`src/design/kes_pkg.sv`:
```
`default_nettype none
// ----------------------------------------------------------------------------
// kes_pkg
// Shared sizes, codes, types and tables of the key and encoder event scanner.
// ----------------------------------------------------------------------------
package kes_pkg;

  // Matrix, switches and slot store
  localparam int KEY_COUNT    = 16;
  localparam int MATRIX_COLS  = 4;
  localparam int SWITCH_COUNT = 2;
  localparam int SLOT_COUNT   = KEY_COUNT + SWITCH_COUNT;
  localparam int SLOT_W       = $clog2(SLOT_COUNT);

  // Event queue
  localparam int FIFO_DEPTH = 32;
  localparam int FIFO_AW    = $clog2(FIFO_DEPTH);

  // Field widths
  localparam int STAMP_W   = 32;
  localparam int KIND_W    = 2;
  localparam int ID_W      = 8;
  localparam int AB_W      = 2;
  localparam int ACC_W     = 4;
  localparam int DEBOUNCE_W = 20;
  localparam int DETENT_W  = 3;
  localparam int UNUSED_W  = 5;
  localparam int CFG_W     = 20;
  localparam int CFG_IDX_W = 3;

  // Register reset values
  localparam logic [DEBOUNCE_W-1:0] DEBOUNCE_RESET = DEBOUNCE_W'(15000);
  localparam logic [DETENT_W-1:0]   DETENT_RESET   = DETENT_W'(4);
  localparam logic [UNUSED_W-1:0]   UNUSED_RESET   = UNUSED_W'(15);
  localparam logic [ID_W-1:0]       SWITCH0_RESET  = ID_W'(16);
  localparam logic [ID_W-1:0]       SWITCH1_RESET  = ID_W'(17);
  localparam logic [ID_W-1:0]       ENCODER0_RESET = ID_W'(18);
  localparam logic [ID_W-1:0]       ENCODER1_RESET = ID_W'(19);

  typedef enum logic [CFG_IDX_W-1:0] {
    CFG_DEBOUNCE = 3'd0,
    CFG_DETENT   = 3'd1,
    CFG_UNUSED   = 3'd2,
    CFG_SWITCH0  = 3'd3,
    CFG_SWITCH1  = 3'd4,
    CFG_ENCODER0 = 3'd5,
    CFG_ENCODER1 = 3'd6
  } cfg_index_t;

  typedef enum logic [KIND_W-1:0] {
    KIND_PRESS   = 2'd0,
    KIND_RELEASE = 2'd1,
    KIND_CW      = 2'd2,
    KIND_CCW     = 2'd3
  } event_kind_t;

  typedef enum logic [2:0] {
    ST_IDLE,
    ST_SCAN,
    ST_DRAIN,
    ST_ENC0,
    ST_ENC1,
    ST_POP_RD,
    ST_POP_OUT
  } scan_state_t;

  // One queued event
  typedef struct packed {
    logic [KIND_W-1:0] kind;
    logic [ID_W-1:0]   id;
  } event_entry_t;

  // Push request into the event queue
  typedef struct packed {
    logic              valid;
    logic [KIND_W-1:0] kind;
    logic [ID_W-1:0]   id;
  } push_req_t;

  // Slot store entry and write port
  typedef struct packed {
    logic               level;
    logic [STAMP_W-1:0] stamp;
  } slot_entry_t;

  typedef struct packed {
    logic              en;
    logic [SLOT_W-1:0] addr;
    slot_entry_t       entry;
  } slot_wr_t;

  // Encoder step command
  typedef struct packed {
    logic            en;
    logic            sel;
    logic [AB_W-1:0] ab;
  } enc_step_t;

  // Column-major visit order of the keys, then the switches
  typedef logic [SLOT_W-1:0] visit_tab_t [SLOT_COUNT];

  function automatic visit_tab_t build_visit();
    visit_tab_t tab;
    int n;
    n = 0;
    for (int c = 0; c < MATRIX_COLS; c++) begin
      for (int r = 0; r * MATRIX_COLS + c < KEY_COUNT; r++) begin
        tab[n] = SLOT_W'(r * MATRIX_COLS + c);
        n++;
      end
    end
    for (int s = KEY_COUNT; s < SLOT_COUNT; s++) begin
      tab[s] = SLOT_W'(s);
    end
    return tab;
  endfunction

  localparam visit_tab_t VISIT_ORDER = build_visit();

  // Gray transition step: +1, -1, or 0 for no move or a double jump
  function automatic logic signed [1:0] gray_step(input logic [AB_W-1:0] prev,
                                                  input logic [AB_W-1:0] cur);
    logic signed [1:0] s;
    case ({prev, cur})
      4'b0001: s = 2'sb11;
      4'b0010: s = 2'sb01;
      4'b0100: s = 2'sb01;
      4'b0111: s = 2'sb11;
      4'b1000: s = 2'sb11;
      4'b1011: s = 2'sb01;
      4'b1101: s = 2'sb01;
      4'b1110: s = 2'sb11;
      default: s = 2'sb00;
    endcase
    return s;
  endfunction

  // Queue pointer advance with wrap at the depth
  function automatic logic [FIFO_AW-1:0] ptr_inc(input logic [FIFO_AW-1:0] p);
    return (p == FIFO_AW'(FIFO_DEPTH - 1)) ? '0 : p + FIFO_AW'(1);
  endfunction

endpackage
`default_nettype wire

```
`src/design/kes_slot_store.sv`:
```
`default_nettype none
// ----------------------------------------------------------------------------
// kes_slot_store
// Level and last-change stamp of every key and push switch, one entry per
// slot, registered read. Valid bits make unwritten slots read as
// released with a zero stamp.
// ----------------------------------------------------------------------------
module kes_slot_store (
  input  wire logic                      clk,
  input  wire logic                      rst,
  input  wire logic                      rd_en,
  input  wire logic [kes_pkg::SLOT_W-1:0] rd_addr,
  output      kes_pkg::slot_entry_t      rd_data,
  input  wire kes_pkg::slot_wr_t         wr
);
  import kes_pkg::*;

  slot_entry_t           mem [SLOT_COUNT];
  logic [SLOT_COUNT-1:0] valid;
  slot_entry_t           rd_q;
  logic                  rd_valid;

  // Storage array and read register
  always_ff @(posedge clk) begin
    if (wr.en) begin
      mem[wr.addr] <= wr.entry;
    end
    if (rd_en) begin
      rd_q <= mem[rd_addr];
    end
  end

  // Written-slot flags
  always_ff @(posedge clk) begin
    if (rst) begin
      valid    <= '0;
      rd_valid <= 1'b0;
    end else begin
      if (wr.en) begin
        valid[wr.addr] <= 1'b1;
      end
      if (rd_en) begin
        rd_valid <= valid[rd_addr];
      end
    end
  end

  assign rd_data = rd_valid ? rd_q : '0;

endmodule
`default_nettype wire

```
`src/design/kes_event_fifo.sv`:
```
`default_nettype none
// ----------------------------------------------------------------------------
// kes_event_fifo
// Circular event queue holding up to FIFO_DEPTH-1 events; a push into a full
// queue is dropped. Pop reads the head entry into a register.
// ----------------------------------------------------------------------------
module kes_event_fifo (
  input  wire logic                  clk,
  input  wire logic                  rst,
  input  wire kes_pkg::push_req_t    push,
  input  wire logic                  pop,
  output      kes_pkg::event_entry_t rd_data,
  output      logic                  empty
);
  import kes_pkg::*;

  event_entry_t       mem [FIFO_DEPTH];
  event_entry_t       rd_q;
  logic [FIFO_AW-1:0] head;
  logic [FIFO_AW-1:0] tail;
  logic               full;
  logic               do_push;

  assign full    = (ptr_inc(tail) == head);
  assign empty   = (head == tail);
  assign do_push = push.valid && !full;

  // Storage and head read
  always_ff @(posedge clk) begin
    if (do_push) begin
      mem[tail] <= '{kind: push.kind, id: push.id};
    end
    if (pop) begin
      rd_q <= mem[head];
    end
  end

  // Pointers
  always_ff @(posedge clk) begin
    if (rst) begin
      head <= '0;
      tail <= '0;
    end else begin
      if (do_push) begin
        tail <= ptr_inc(tail);
      end
      if (pop) begin
        head <= ptr_inc(head);
      end
    end
  end

  assign rd_data = rd_q;

endmodule
`default_nettype wire

```
`src/design/kes_encoder.sv`:
```
`default_nettype none
// ----------------------------------------------------------------------------
// kes_encoder
// Quadrature state of both encoders. Each step command advances one encoder
// through the Gray table and raises a click event at plus or minus detent.
// ----------------------------------------------------------------------------
module kes_encoder (
  input  wire logic                         clk,
  input  wire logic                         rst,
  input  wire kes_pkg::enc_step_t           step,
  input  wire logic [kes_pkg::DETENT_W-1:0] detent_count,
  input  wire logic [kes_pkg::ID_W-1:0]     encoder0_id,
  input  wire logic [kes_pkg::ID_W-1:0]     encoder1_id,
  output      kes_pkg::push_req_t           push
);
  import kes_pkg::*;

  logic [AB_W-1:0]          prev_ab [2];
  logic signed [ACC_W-1:0]  accum [2];
  logic                     primed;

  logic [AB_W-1:0]          cur_prev;
  logic signed [ACC_W-1:0]  cur_acc;
  logic [DETENT_W-1:0]      detent_eff;
  logic signed [ACC_W:0]    detent_s;
  logic signed [ACC_W:0]    acc_sum;
  logic                     moved;
  logic                     hit_cw;
  logic                     hit_ccw;
  logic signed [ACC_W-1:0]  acc_next;

  // Step arithmetic for the selected encoder
  always_comb begin
    cur_prev   = prev_ab[step.sel];
    cur_acc    = accum[step.sel];
    detent_eff = (detent_count == '0) ? DETENT_W'(1) : detent_count;
    detent_s   = $signed((ACC_W + 1)'(detent_eff));
    acc_sum    = (ACC_W + 1)'(cur_acc) + (ACC_W + 1)'(gray_step(cur_prev, step.ab));
    moved      = primed && (step.ab != cur_prev);
    hit_cw     = acc_sum >= detent_s;
    hit_ccw    = acc_sum <= -detent_s;
    acc_next   = (hit_cw || hit_ccw) ? '0 : acc_sum[ACC_W-1:0];

    push.valid = step.en && moved && (hit_cw || hit_ccw);
    push.kind  = hit_cw ? KIND_CW : KIND_CCW;
    push.id    = step.sel ? encoder1_id : encoder0_id;
  end

  // Encoder state; the first poll only captures levels
  always_ff @(posedge clk) begin
    if (rst) begin
      prev_ab[0] <= '0;
      prev_ab[1] <= '0;
      accum[0]   <= '0;
      accum[1]   <= '0;
      primed     <= 1'b0;
    end else if (step.en) begin
      if (!primed) begin
        prev_ab[step.sel] <= step.ab;
      end else if (moved) begin
        prev_ab[step.sel] <= step.ab;
        accum[step.sel]   <= acc_next;
      end
      if (step.sel) begin
        primed <= 1'b1;
      end
    end
  end

endmodule
`default_nettype wire

```
`src/design/key_encoder_event_scanner.sv`:
```
`default_nettype none
// ----------------------------------------------------------------------------
// key_encoder_event_scanner
// Debounced key matrix and push-switch scanner with two quadrature encoders
// and an event queue; each poll queues the events it finds and pops at most one.
//
//   channel | direction | handshake            | payload
//   poll    | in        | poll_valid/poll_stall | now_us, key_pressed,
//           |           |                       | switch_pressed, enc0_ab, enc1_ab
//   event   | out       | event_valid/event_stall | event_kind, event_id
//   cfg     | in        | cfg_write             | cfg_index, cfg_data
//
// A poll runs in order: accept, one slot store read a cycle for the 18 key
// and switch slots, the last write-back, a step for each encoder, then a
// queue read and the output load, both left out when the queue is empty.
// The slot store read port and the single queue write port set this order.
// Reset loads control state and config defaults; valid bits stand in for a clear.
// A stalled output beat holds the pop until the output register is free.
// ----------------------------------------------------------------------------
module key_encoder_event_scanner (
  input  wire logic                           clk,
  input  wire logic                           rst,
  input  wire logic                           poll_valid,
  output      logic                           poll_stall,
  input  wire logic [kes_pkg::STAMP_W-1:0]    now_us,
  input  wire logic [kes_pkg::KEY_COUNT-1:0]  key_pressed,
  input  wire logic [kes_pkg::SWITCH_COUNT-1:0] switch_pressed,
  input  wire logic [kes_pkg::AB_W-1:0]       enc0_ab,
  input  wire logic [kes_pkg::AB_W-1:0]       enc1_ab,
  output      logic                           event_valid,
  input  wire logic                           event_stall,
  output      logic [kes_pkg::KIND_W-1:0]     event_kind,
  output      logic [kes_pkg::ID_W-1:0]       event_id,
  input  wire logic                           cfg_write,
  input  wire logic [kes_pkg::CFG_IDX_W-1:0]  cfg_index,
  input  wire logic [kes_pkg::CFG_W-1:0]      cfg_data
);
  import kes_pkg::*;

  // Configuration registers
  logic [DEBOUNCE_W-1:0] debounce_us;
  logic [DETENT_W-1:0]   detent_count;
  logic [UNUSED_W-1:0]   unused_key;
  logic [ID_W-1:0]       switch0_id;
  logic [ID_W-1:0]       switch1_id;
  logic [ID_W-1:0]       encoder0_id;
  logic [ID_W-1:0]       encoder1_id;

  // Poll capture
  logic [STAMP_W-1:0]    now_q;
  logic [SLOT_COUNT-1:0] pressed_q;
  logic [AB_W-1:0]       ab0_q;
  logic [AB_W-1:0]       ab1_q;

  // Sequencer
  scan_state_t           state;
  scan_state_t           state_next;
  logic [SLOT_W-1:0]     scan_cnt;
  logic                  proc_valid;
  logic [SLOT_W-1:0]     proc_slot;
  logic                  poll_accept;
  logic                  out_load;

  // Slot store
  logic                  slot_rd_en;
  logic [SLOT_W-1:0]     slot_rd_addr;
  slot_entry_t           slot_rd_data;
  slot_wr_t              slot_wr;

  // Scan stage
  logic                  cur_level;
  logic [STAMP_W-1:0]    elapsed;
  logic                  settled;
  logic                  is_key;
  logic                  muted;
  logic                  change;
  push_req_t             scan_push;

  // Encoders and queue
  enc_step_t             enc_step;
  push_req_t             enc_push;
  push_req_t             fifo_push;
  logic                  fifo_pop;
  logic                  fifo_empty;
  event_entry_t          fifo_rd;

  assign poll_stall   = (state != ST_IDLE);
  assign poll_accept  = poll_valid && !poll_stall;
  assign slot_rd_addr = VISIT_ORDER[scan_cnt];

  // Configuration writes
  always_ff @(posedge clk) begin
    if (rst) begin
      debounce_us  <= DEBOUNCE_RESET;
      detent_count <= DETENT_RESET;
      unused_key   <= UNUSED_RESET;
      switch0_id   <= SWITCH0_RESET;
      switch1_id   <= SWITCH1_RESET;
      encoder0_id  <= ENCODER0_RESET;
      encoder1_id  <= ENCODER1_RESET;
    end else if (cfg_write) begin
      case (cfg_index)
        CFG_DEBOUNCE: debounce_us  <= cfg_data[DEBOUNCE_W-1:0];
        CFG_DETENT:   detent_count <= cfg_data[DETENT_W-1:0];
        CFG_UNUSED:   unused_key   <= cfg_data[UNUSED_W-1:0];
        CFG_SWITCH0:  switch0_id   <= cfg_data[ID_W-1:0];
        CFG_SWITCH1:  switch1_id   <= cfg_data[ID_W-1:0];
        CFG_ENCODER0: encoder0_id  <= cfg_data[ID_W-1:0];
        CFG_ENCODER1: encoder1_id  <= cfg_data[ID_W-1:0];
        default: ;
      endcase
    end
  end

  // Poll capture
  always_ff @(posedge clk) begin
    if (poll_accept) begin
      now_q     <= now_us;
      pressed_q <= {switch_pressed, key_pressed};
      ab0_q     <= enc0_ab;
      ab1_q     <= enc1_ab;
    end
  end

  // Scan stage: debounce check and write-back of the slot read last cycle
  always_comb begin
    cur_level = pressed_q[proc_slot];
    elapsed   = now_q - slot_rd_data.stamp;
    settled   = elapsed >= STAMP_W'(debounce_us);
    change    = proc_valid && (cur_level != slot_rd_data.level) && settled;
    is_key    = proc_slot < SLOT_W'(KEY_COUNT);
    muted     = is_key && (ID_W'(proc_slot) == ID_W'(unused_key));

    slot_wr.en          = change;
    slot_wr.addr        = proc_slot;
    slot_wr.entry.level = cur_level;
    slot_wr.entry.stamp = now_q;

    scan_push.valid = change && !muted;
    scan_push.kind  = cur_level ? KIND_PRESS : KIND_RELEASE;
    if (is_key) begin
      scan_push.id = ID_W'(proc_slot);
    end else if (proc_slot == SLOT_W'(KEY_COUNT)) begin
      scan_push.id = switch0_id;
    end else begin
      scan_push.id = switch1_id;
    end
  end

  // Queue write source: scan stage and encoders never overlap
  assign fifo_push = scan_push.valid ? scan_push : enc_push;

  // Sequencer state register; the slot counter stops on the last slot
  always_ff @(posedge clk) begin
    if (rst) begin
      state      <= ST_IDLE;
      scan_cnt   <= '0;
      proc_valid <= 1'b0;
      proc_slot  <= '0;
    end else begin
      state      <= state_next;
      proc_valid <= slot_rd_en;
      proc_slot  <= slot_rd_addr;
      if (state == ST_IDLE) begin
        scan_cnt <= '0;
      end else if (slot_rd_en && (scan_cnt != SLOT_W'(SLOT_COUNT - 1))) begin
        scan_cnt <= scan_cnt + SLOT_W'(1);
      end
    end
  end

  // Sequencer next state and strobes
  always_comb begin
    state_next = state;
    slot_rd_en = 1'b0;
    enc_step   = '0;
    fifo_pop   = 1'b0;
    out_load   = 1'b0;
    case (state)
      ST_IDLE: begin
        if (poll_valid) begin
          state_next = ST_SCAN;
        end
      end
      ST_SCAN: begin
        slot_rd_en = 1'b1;
        if (scan_cnt == SLOT_W'(SLOT_COUNT - 1)) begin
          state_next = ST_DRAIN;
        end
      end
      ST_DRAIN: begin
        state_next = ST_ENC0;
      end
      ST_ENC0: begin
        enc_step.en  = 1'b1;
        enc_step.sel = 1'b0;
        enc_step.ab  = ab0_q;
        state_next   = ST_ENC1;
      end
      ST_ENC1: begin
        enc_step.en  = 1'b1;
        enc_step.sel = 1'b1;
        enc_step.ab  = ab1_q;
        state_next   = ST_POP_RD;
      end
      ST_POP_RD: begin
        if (fifo_empty) begin
          state_next = ST_IDLE;
        end else if (!event_valid || !event_stall) begin
          fifo_pop   = 1'b1;
          state_next = ST_POP_OUT;
        end
      end
      ST_POP_OUT: begin
        out_load   = 1'b1;
        state_next = ST_IDLE;
      end
      default: begin
        state_next = ST_IDLE;
      end
    endcase
  end

  // Output register
  always_ff @(posedge clk) begin
    if (rst) begin
      event_valid <= 1'b0;
    end else if (out_load) begin
      event_valid <= 1'b1;
    end else if (!event_stall) begin
      event_valid <= 1'b0;
    end
  end

  always_ff @(posedge clk) begin
    if (out_load) begin
      event_kind <= fifo_rd.kind;
      event_id   <= fifo_rd.id;
    end
  end

  kes_slot_store u_slot_store (
    .clk     (clk),
    .rst     (rst),
    .rd_en   (slot_rd_en),
    .rd_addr (slot_rd_addr),
    .rd_data (slot_rd_data),
    .wr      (slot_wr)
  );

  kes_encoder u_encoder (
    .clk          (clk),
    .rst          (rst),
    .step         (enc_step),
    .detent_count (detent_count),
    .encoder0_id  (encoder0_id),
    .encoder1_id  (encoder1_id),
    .push         (enc_push)
  );

  kes_event_fifo u_event_fifo (
    .clk     (clk),
    .rst     (rst),
    .push    (fifo_push),
    .pop     (fifo_pop),
    .rd_data (fifo_rd),
    .empty   (fifo_empty)
  );

  // Read and write-back of the slot store never meet on one slot
  a_slot_no_overlap: assert property (@(posedge clk) disable iff (rst)
    !(slot_rd_en && slot_wr.en && (slot_rd_addr == slot_wr.addr)))
    else $error("slot store read and write on the same slot");

  // Only one queue write source at a time
  a_single_push: assert property (@(posedge clk) disable iff (rst)
    !(scan_push.valid && enc_push.valid))
    else $error("scan and encoder push in the same cycle");

  // Pop only from a non-empty queue
  a_pop_nonempty: assert property (@(posedge clk) disable iff (rst)
    fifo_pop |-> !fifo_empty)
    else $error("pop from empty event queue");

  // A new beat is loaded only into a free output register
  a_load_free: assert property (@(posedge clk) disable iff (rst)
    out_load |-> !event_valid)
    else $error("output beat overwritten");

endmodule
`default_nettype wire
```
`config.mk`:
```
export PLATFORM = sky130hd
export DESIGN_NAME = key_encoder_event_scanner
export DESIGN_NICKNAME = d
export VERILOG_FILES = /design/src/design/kes_pkg.sv /design/src/design/kes_slot_store.sv /design/src/design/kes_event_fifo.sv /design/src/design/kes_encoder.sv /design/src/design/key_encoder_event_scanner.sv
export SDC_FILE = /design/constraint.sdc
export NUM_CORES = 2
export LEC_CHECK = 0
export BUFFER_PORTS_ARGS = -buffer_cell sky130_fd_sc_hd__buf_2
export CORE_AREA = 4 4 323 293
export CTS_BUF_LIST = sky130_fd_sc_hd__clkbuf_2 sky130_fd_sc_hd__clkbuf_4 sky130_fd_sc_hd__clkbuf_8
export DETAILED_ROUTE_END_ITERATION = 8
export DIE_AREA = 0 0 327 297
export PLACE_DENSITY = 0.72
export SLEW_MARGIN = 15
export SYNTH_ARGS = -nofsm -noshare
export SYNTH_HDL_FRONTEND = slang
export SYNTH_HIERARCHICAL = 1
export SYNTH_SLANG_ARGS = --single-unit
```
`constraint.sdc`:
```
create_clock -name clk -period 12.1 [get_ports clk]
set_input_delay 1.815 -clock clk [delete_from_list [all_inputs] [get_ports clk]]
set_output_delay 1.815 -clock clk [all_outputs]
set_load 0.005 [all_outputs]
```
Yosys cells after proc, flatten, opt, wreduce, memory -nomap -nowiden
Memory sizes are Yosys's and may differ from the RTL's. A register that Yosys moved wholly into a read port is not among the register bits.
Cells that the tools add are included.

word-level totals
  input port bits = 82
  RAM bits = 926
  memories = 6
  output and inout bits = 12
  logic and storage cells = 160
  bits in read-only memories = 192
  register bits = 169

memory list
  memory             words  width  rd ports  clocked after Yosys merged registers in  wr ports  RTL line                         source
  u_slot_store.mem   18     33     1         1                                        1         kes_slot_store.sv:18             slot_entry_t mem [SLOT_COUNT];
  u_event_fifo.mem   32     10     1         1                                        1         kes_event_fifo.sv:17             event_entry_t mem [FIFO_DEPTH];
  (name not given)   32     5      1         0                                        0         key_encoder_event_scanner.sv:89  assign slot_rd_addr = VISIT_ORDER[scan_cnt];
  (name not given)   16     2      1         0                                        0         kes_pkg.sv:124                   case ({prev, cur})
  u_encoder.accum    2      4      1         0                                        2         kes_encoder.sv:19                logic signed [ACC_W-1:0] accum [2];
  u_encoder.prev_ab  2      2      1         0                                        2         kes_encoder.sv:18                logic [AB_W-1:0] prev_ab [2];

operators by class
  multiplexer cells = 54
  reduce and logical (&&, ||, !) cells = 34
  $lt $le $gt $ge = 8
  eq/ne operators = 26
  bitwise gates (word level) = 3
  add/sub/neg operators = 6

operators by type and width
  cell                                                                    count
  33-bit two-way mux                                                      1
  32-bit by 20-bit greater-or-equal comparator with 1-bit output          1
  32-bit subtractor                                                       1
  1-bit two-way mux                                                       31
  8-bit two-way mux                                                       3
  5-bit equality test (second input constant)                             4
  5-bit two-way mux                                                       4
  3-bit equality test (second input constant)                             6
  18-bit bitwise OR                                                       1
  3-bit case mux with 6 select lines                                      1
  2-bit AND reduction                                                     8
  5-bit by 1-bit adder with 5-bit output (second input constant)          3
  5-bit equality test                                                     3
  3-bit two-way mux                                                       5
  3-bit by 2-bit equality test with 1-bit output (second input constant)  4
  5-bit by 6-bit < comparator with 1-bit output (second input constant)   2
  1-bit logical AND                                                       11
  11-bit two-way mux                                                      1
  1-bit binary-select mux with 5-bit select                               2
  3-bit zero test                                                         3
  4-bit two-way mux                                                       2
  4-bit case mux with 2 select lines                                      1
  3-bit by 1-bit equality test with 1-bit output (second input constant)  2
  6-bit greater-or-equal comparator (second input constant)               1
  22 further kinds                                                        30

Logic depth before layout (Yosys ltp)
An unclocked memory read counts as a cell.

  depth in word-level cells = 13
  gate-level depth with buffers = 29
  mapped depth without buffers = 26

Modules after synthesis
The synthesis kept the hierarchy.

modules (own cells, without submodules)
  module                     cells each  area an instance (µm²)  seq. area each (µm²)  instances
  kes_slot_store             1,268       24,813.8                19,208.4              1
  kes_event_fifo             597         13,421.6                10,109.7              1
  key_encoder_event_scanner  812         7,689.9                 3,423.3               1
  kes_encoder                122         1,255.0                 380.4                 1

Least setup slack after synthesis
Ideal clock, no wire load.

  kind = flip-flop to flip-flop
  from = register u_slot_store.rd_valid
  to = memory u_slot_store/mem[16][0] (netlist name) (enable)
  required time = 11,676 ps
  arrival = 5,898 ps
  library setup time = 424 ps
  period minus slack after synthesis = 6,323 ps
  cell stages (with the launch flop) = 26
  slack = 5,777 ps
  path buffers = 2
  path through = dfxtp_1 > clkbuf_1 > and2_1 > inv_1 > ha_1 > and3_1 > buf_6 > a311o_1 > or2_1 > and2_1 > o21ai_0 > nand2b_1 > a21oi_1 > xnor2_1 > ha_1 > a21o_1 > a21oi_1 > nor2b_1 > a2111oi_0 > o211ai_1 > a211oi_2 > nand4_1 > a2111oi_4 > nor2_1 > or3b_2 > nor2_1

RTL lines
  element                   RTL line              source
  start: declaration        kes_slot_store.sv:21  logic rd_valid;
  start signal: assignment  kes_slot_store.sv:43  rd_valid <= valid[rd_addr];
  end: declaration          kes_slot_store.sv:18

==> metrics.yaml <==
power:
  p_per_area_nw_per_um2: 156
  p_leak_nw: 16.8
  total_power_w: 0.00822
  ir_drop_mv: 0.141
worst_setup_path:
  crit_path_start: "state[2]$_SDFFE_PP0P_"
  critPathTopFamily: "compound AO/OA/AOI/OAI gates"
  cpMaxStageDelayCell: "nor2b_2"
  cp_cell_sequence: "nor2b_1, nor2b_2, a22o_1, inv_1, ha_1, and2b_1, a211oi_1, a21oi_1, fa_1, a2111oi_0, a21o_1, ha_1, nand4_1, o21ai_0, o211a_1, or2_1, a21boi_4, and3_1"
  worstSetupPathDepth: 18
  end_kind: "flop"
  path_class: "reg -> reg"
  rrSetupSlack_ns: 5.10
  timing.rr.end: "u_event_fifo/mem[13][0]$_DFFE_PP_"
  startpoint_type: "flop"
  r2r_start: "state[2]$_SDFFE_PP0P_"
  crit_buf_inv: 1
  rr_worst_depth: 18
  crit_top_cell: "ha_1"
  cp.required_ns: 12.55
  cp-endpoint: "u_event_fifo/mem[13][0]$_DFFE_PP_"
  arrival_ns: 7.45
  cpPeakStageDelay_ns: 0.96
  crit_fanout: 37
logic_synthesis:
  ys_seq_area_share_pct: 70.2
  yosysWarnings: 6
  synthCells: 2799
  synth_area_um2: 47200
  synth_area_leader_cell: "edfxtp_1"
  async_reset_ff_share_pct: 0
  synth_nets: 2959
  synth_edf_count: 1033
  synthDistinctLibCells: 85
  ys_top_cells_by_area: "edfxtp_1 66%, mux4_2 7.7%, dfxtp_1 4.5%"
  ys_ff_latch: 1138
  ys.flop_type: "edfxtp_1"
  synth_top_area_share_pct: 65.7
  syn_avg_cell_area_um2: 16.9
floorplanning:
  ios: 94
  initial_utilization_pct: 51.8
  die_h_um: 297
  dieArea_um2: 97100
  die_w_um: 327
  core_um2: 91000
  rows: 105
timing:
  fin_crit_ns: 7.00
  setup_viol: 0
  rsz0062_at_grt: "no"
  slew_headroom_pct: 18.1
  fin_skew_ns: 0.0683
  hold_violations: 0
  max_freq_mhz: 143
  drv_slew: 0
  worst_pin_slew_ns: 1.23
  fin_setup_tns_ns: 0
  post-route-period-util_pct: 57.8
  worst_slack_ns: 5.10
run_status:
  outcome: "complete, no violations"
global_routing:
  grt_overflow: 0
  antenna_found_initial: 1
  track_usage_pct: 22.6
  grt_pass1_vias: 26100
  grt_max_degree: 143
  grt_pass1_wl_um: 165000
run:
  cap_violations: 0
clocking:
  cts_sinks: 1138
  cts_resized: 0
  cts-root-buf: "clkbuf_8"
  cts-hold-fix-buffers: 0
  cts_tree: "built"
  numCtsBuffers: 171
  insertion_delay_ns: 0.84
  clkTransAtPathRegs_ns: 0.06
  cts-htree-levels: 4
  cts_max_path_buffers: 3
  cts_setup_buffers: 0
layout:
  nets: 3140
  final_cell_mix: "1033 x edfxtp_1, 178 x clkbuf_8, 163 x mux2i_1"
  mostFrequentLayoutCell: "edfxtp_1"
  drive_gt1_share_pct: 22.7
  fillers: 6687
  synthToLayoutAreaGrowth_pct: 11.4
  finalNonFillerCells: 4348
drt:
  routed_via_density: 5.97
  drt_wl_total_um: 111000
  drt_iter0_markers: 2933
  ant_nets: 0
  wl_per_cell_um: 25.5
  drc: 0
  vias: 26000
  dr.pass1.iters: 5
place:
  hpwlAfterDp_um: 67700
  dp_slack_ns: 5.16
  io_buffers: 93
  placedCellCount: 4035
  routabilityCongestion: 0.872
min_path:
  hp-class: "reg -> reg"
==> routing by layer <==
metal  vias up  share of wire (%)  wire length, um  track usage [%]
met5         -                  0                0                0
met4         0                2.6             2910             7.07
met3       179                7.7             8570             4.26
met2      1136                 49            54300             37.4
met1     13300                 41            45000             30.8
li1      11400                  -                -                -
==> area by class of cell <==
class	instances	area (um^2)	area share, %
Antenna cell	3	7.51	0.0143
Clock buffer	226	2810	5.35
Clock inverter	82	671	1.28
Inverter	84	315	0.600
Multi-Input combinational cell	1444	13200	25.1
Sequential cell	1138	33100	63.0
Tap cell	1230	1540	2.93
Timing Repair Buffer	141	873	1.66
==> kinds of logic after synthesis <==
group,Yosys count,synth area share (%)
buf+inv,217,2.35
other cells,1,0.00795
xor+xnor,46,0.854
fa+ha+maj,78,2.10
simple gates,596,6.30
compound gates,322,4.78
flops,1138,70.2
mux,401,13.4
==> worst min path at each step <==
stage	from	to	slack (ns)	depth (start not counted)
after floorplan	u_event_fifo/rd_data[0]$_DFFE_PP_	event_id[0]$_DFFE_PP_	0.40	0
after global placement	u_event_fifo/rd_data[8]$_DFFE_PP_	event_kind[0]$_DFFE_PP_	0.40	0
after detailed placement	u_event_fifo/rd_data[2]$_DFFE_PP_	event_id[2]$_DFFE_PP_	0.40	0
after CTS	u_event_fifo/rd_data[2]$_DFFE_PP_	event_id[2]$_DFFE_PP_	0.42	0
after global routing	u_event_fifo/rd_data[2]$_DFFE_PP_	event_id[2]$_DFFE_PP_	0.43	0
final	u_event_fifo/rd_data[2]$_DFFE_PP_	event_id[2]$_DFFE_PP_	0.42	0
==> through the flow <==
step | hold slack, ns | area, um^2 | utilization, %
after floorplan | 0.400 | 47200 | -
after global placement | 0.403 | 49000 | 53.8
after detailed placement | 0.405 | 49000 | 53.8
after CTS | 0.419 | 52500 | 57.7
after global routing | 0.429 | 52600 | 57.7
final | 0.418 | 52600 | 57.7
==> cells in the mapped netlist (all sizes together), types with 3 or more instances <==
library cell	number
a2111oi	4
a211o	17
a211oi	13
a21boi	3
a21o	20
a21oi	79
a221oi	4
a22oi	102
a31oi	6
and2	45
and3	49
and3b	4
and4	3
buf	82
clkbuf	51
dfxtp	105
edfxtp	1033
ha	76
inv	84
mux2	63
mux2i	166
mux4	172
nand2	141
nand2b	16
nand3	90
nand3b	14
nand4	18
nor2	139
nor2b	25
nor3	18
nor3b	5
nor4	6
o21a	6
o21ai	35
o21bai	6
o2bb2ai	6
or2	8
or3	6
or3b	4
xnor2	30
xor2	16
==> state kept, by name, summed over array words and instances (netlist names), 8 cells and up <==
register and count:
u_slot_store/mem 594, u_event_fifo/mem 320, u_slot_store/rd_q 33, now_q 32, debounce_us 20, pressed_q 18
u_slot_store/valid 18, u_event_fifo/rd_data 10, encoder0_id 8, encoder1_id 8, event_id 8, switch0_id 8
switch1_id 8, u_encoder/accum 8
==> where the power goes <==
part | switching, W | internal (W) | total (W)
Combinational | 0.000377 | 0.000210 | 0.000587
Sequential | 0.0000791 | 0.00439 | 0.00447
Clock | 0.00148 | 0.00169 | 0.00316
Total | 0.00193 | 0.00628 | 0.00822
No activity file was read; power rests on OpenSTA's default activity.
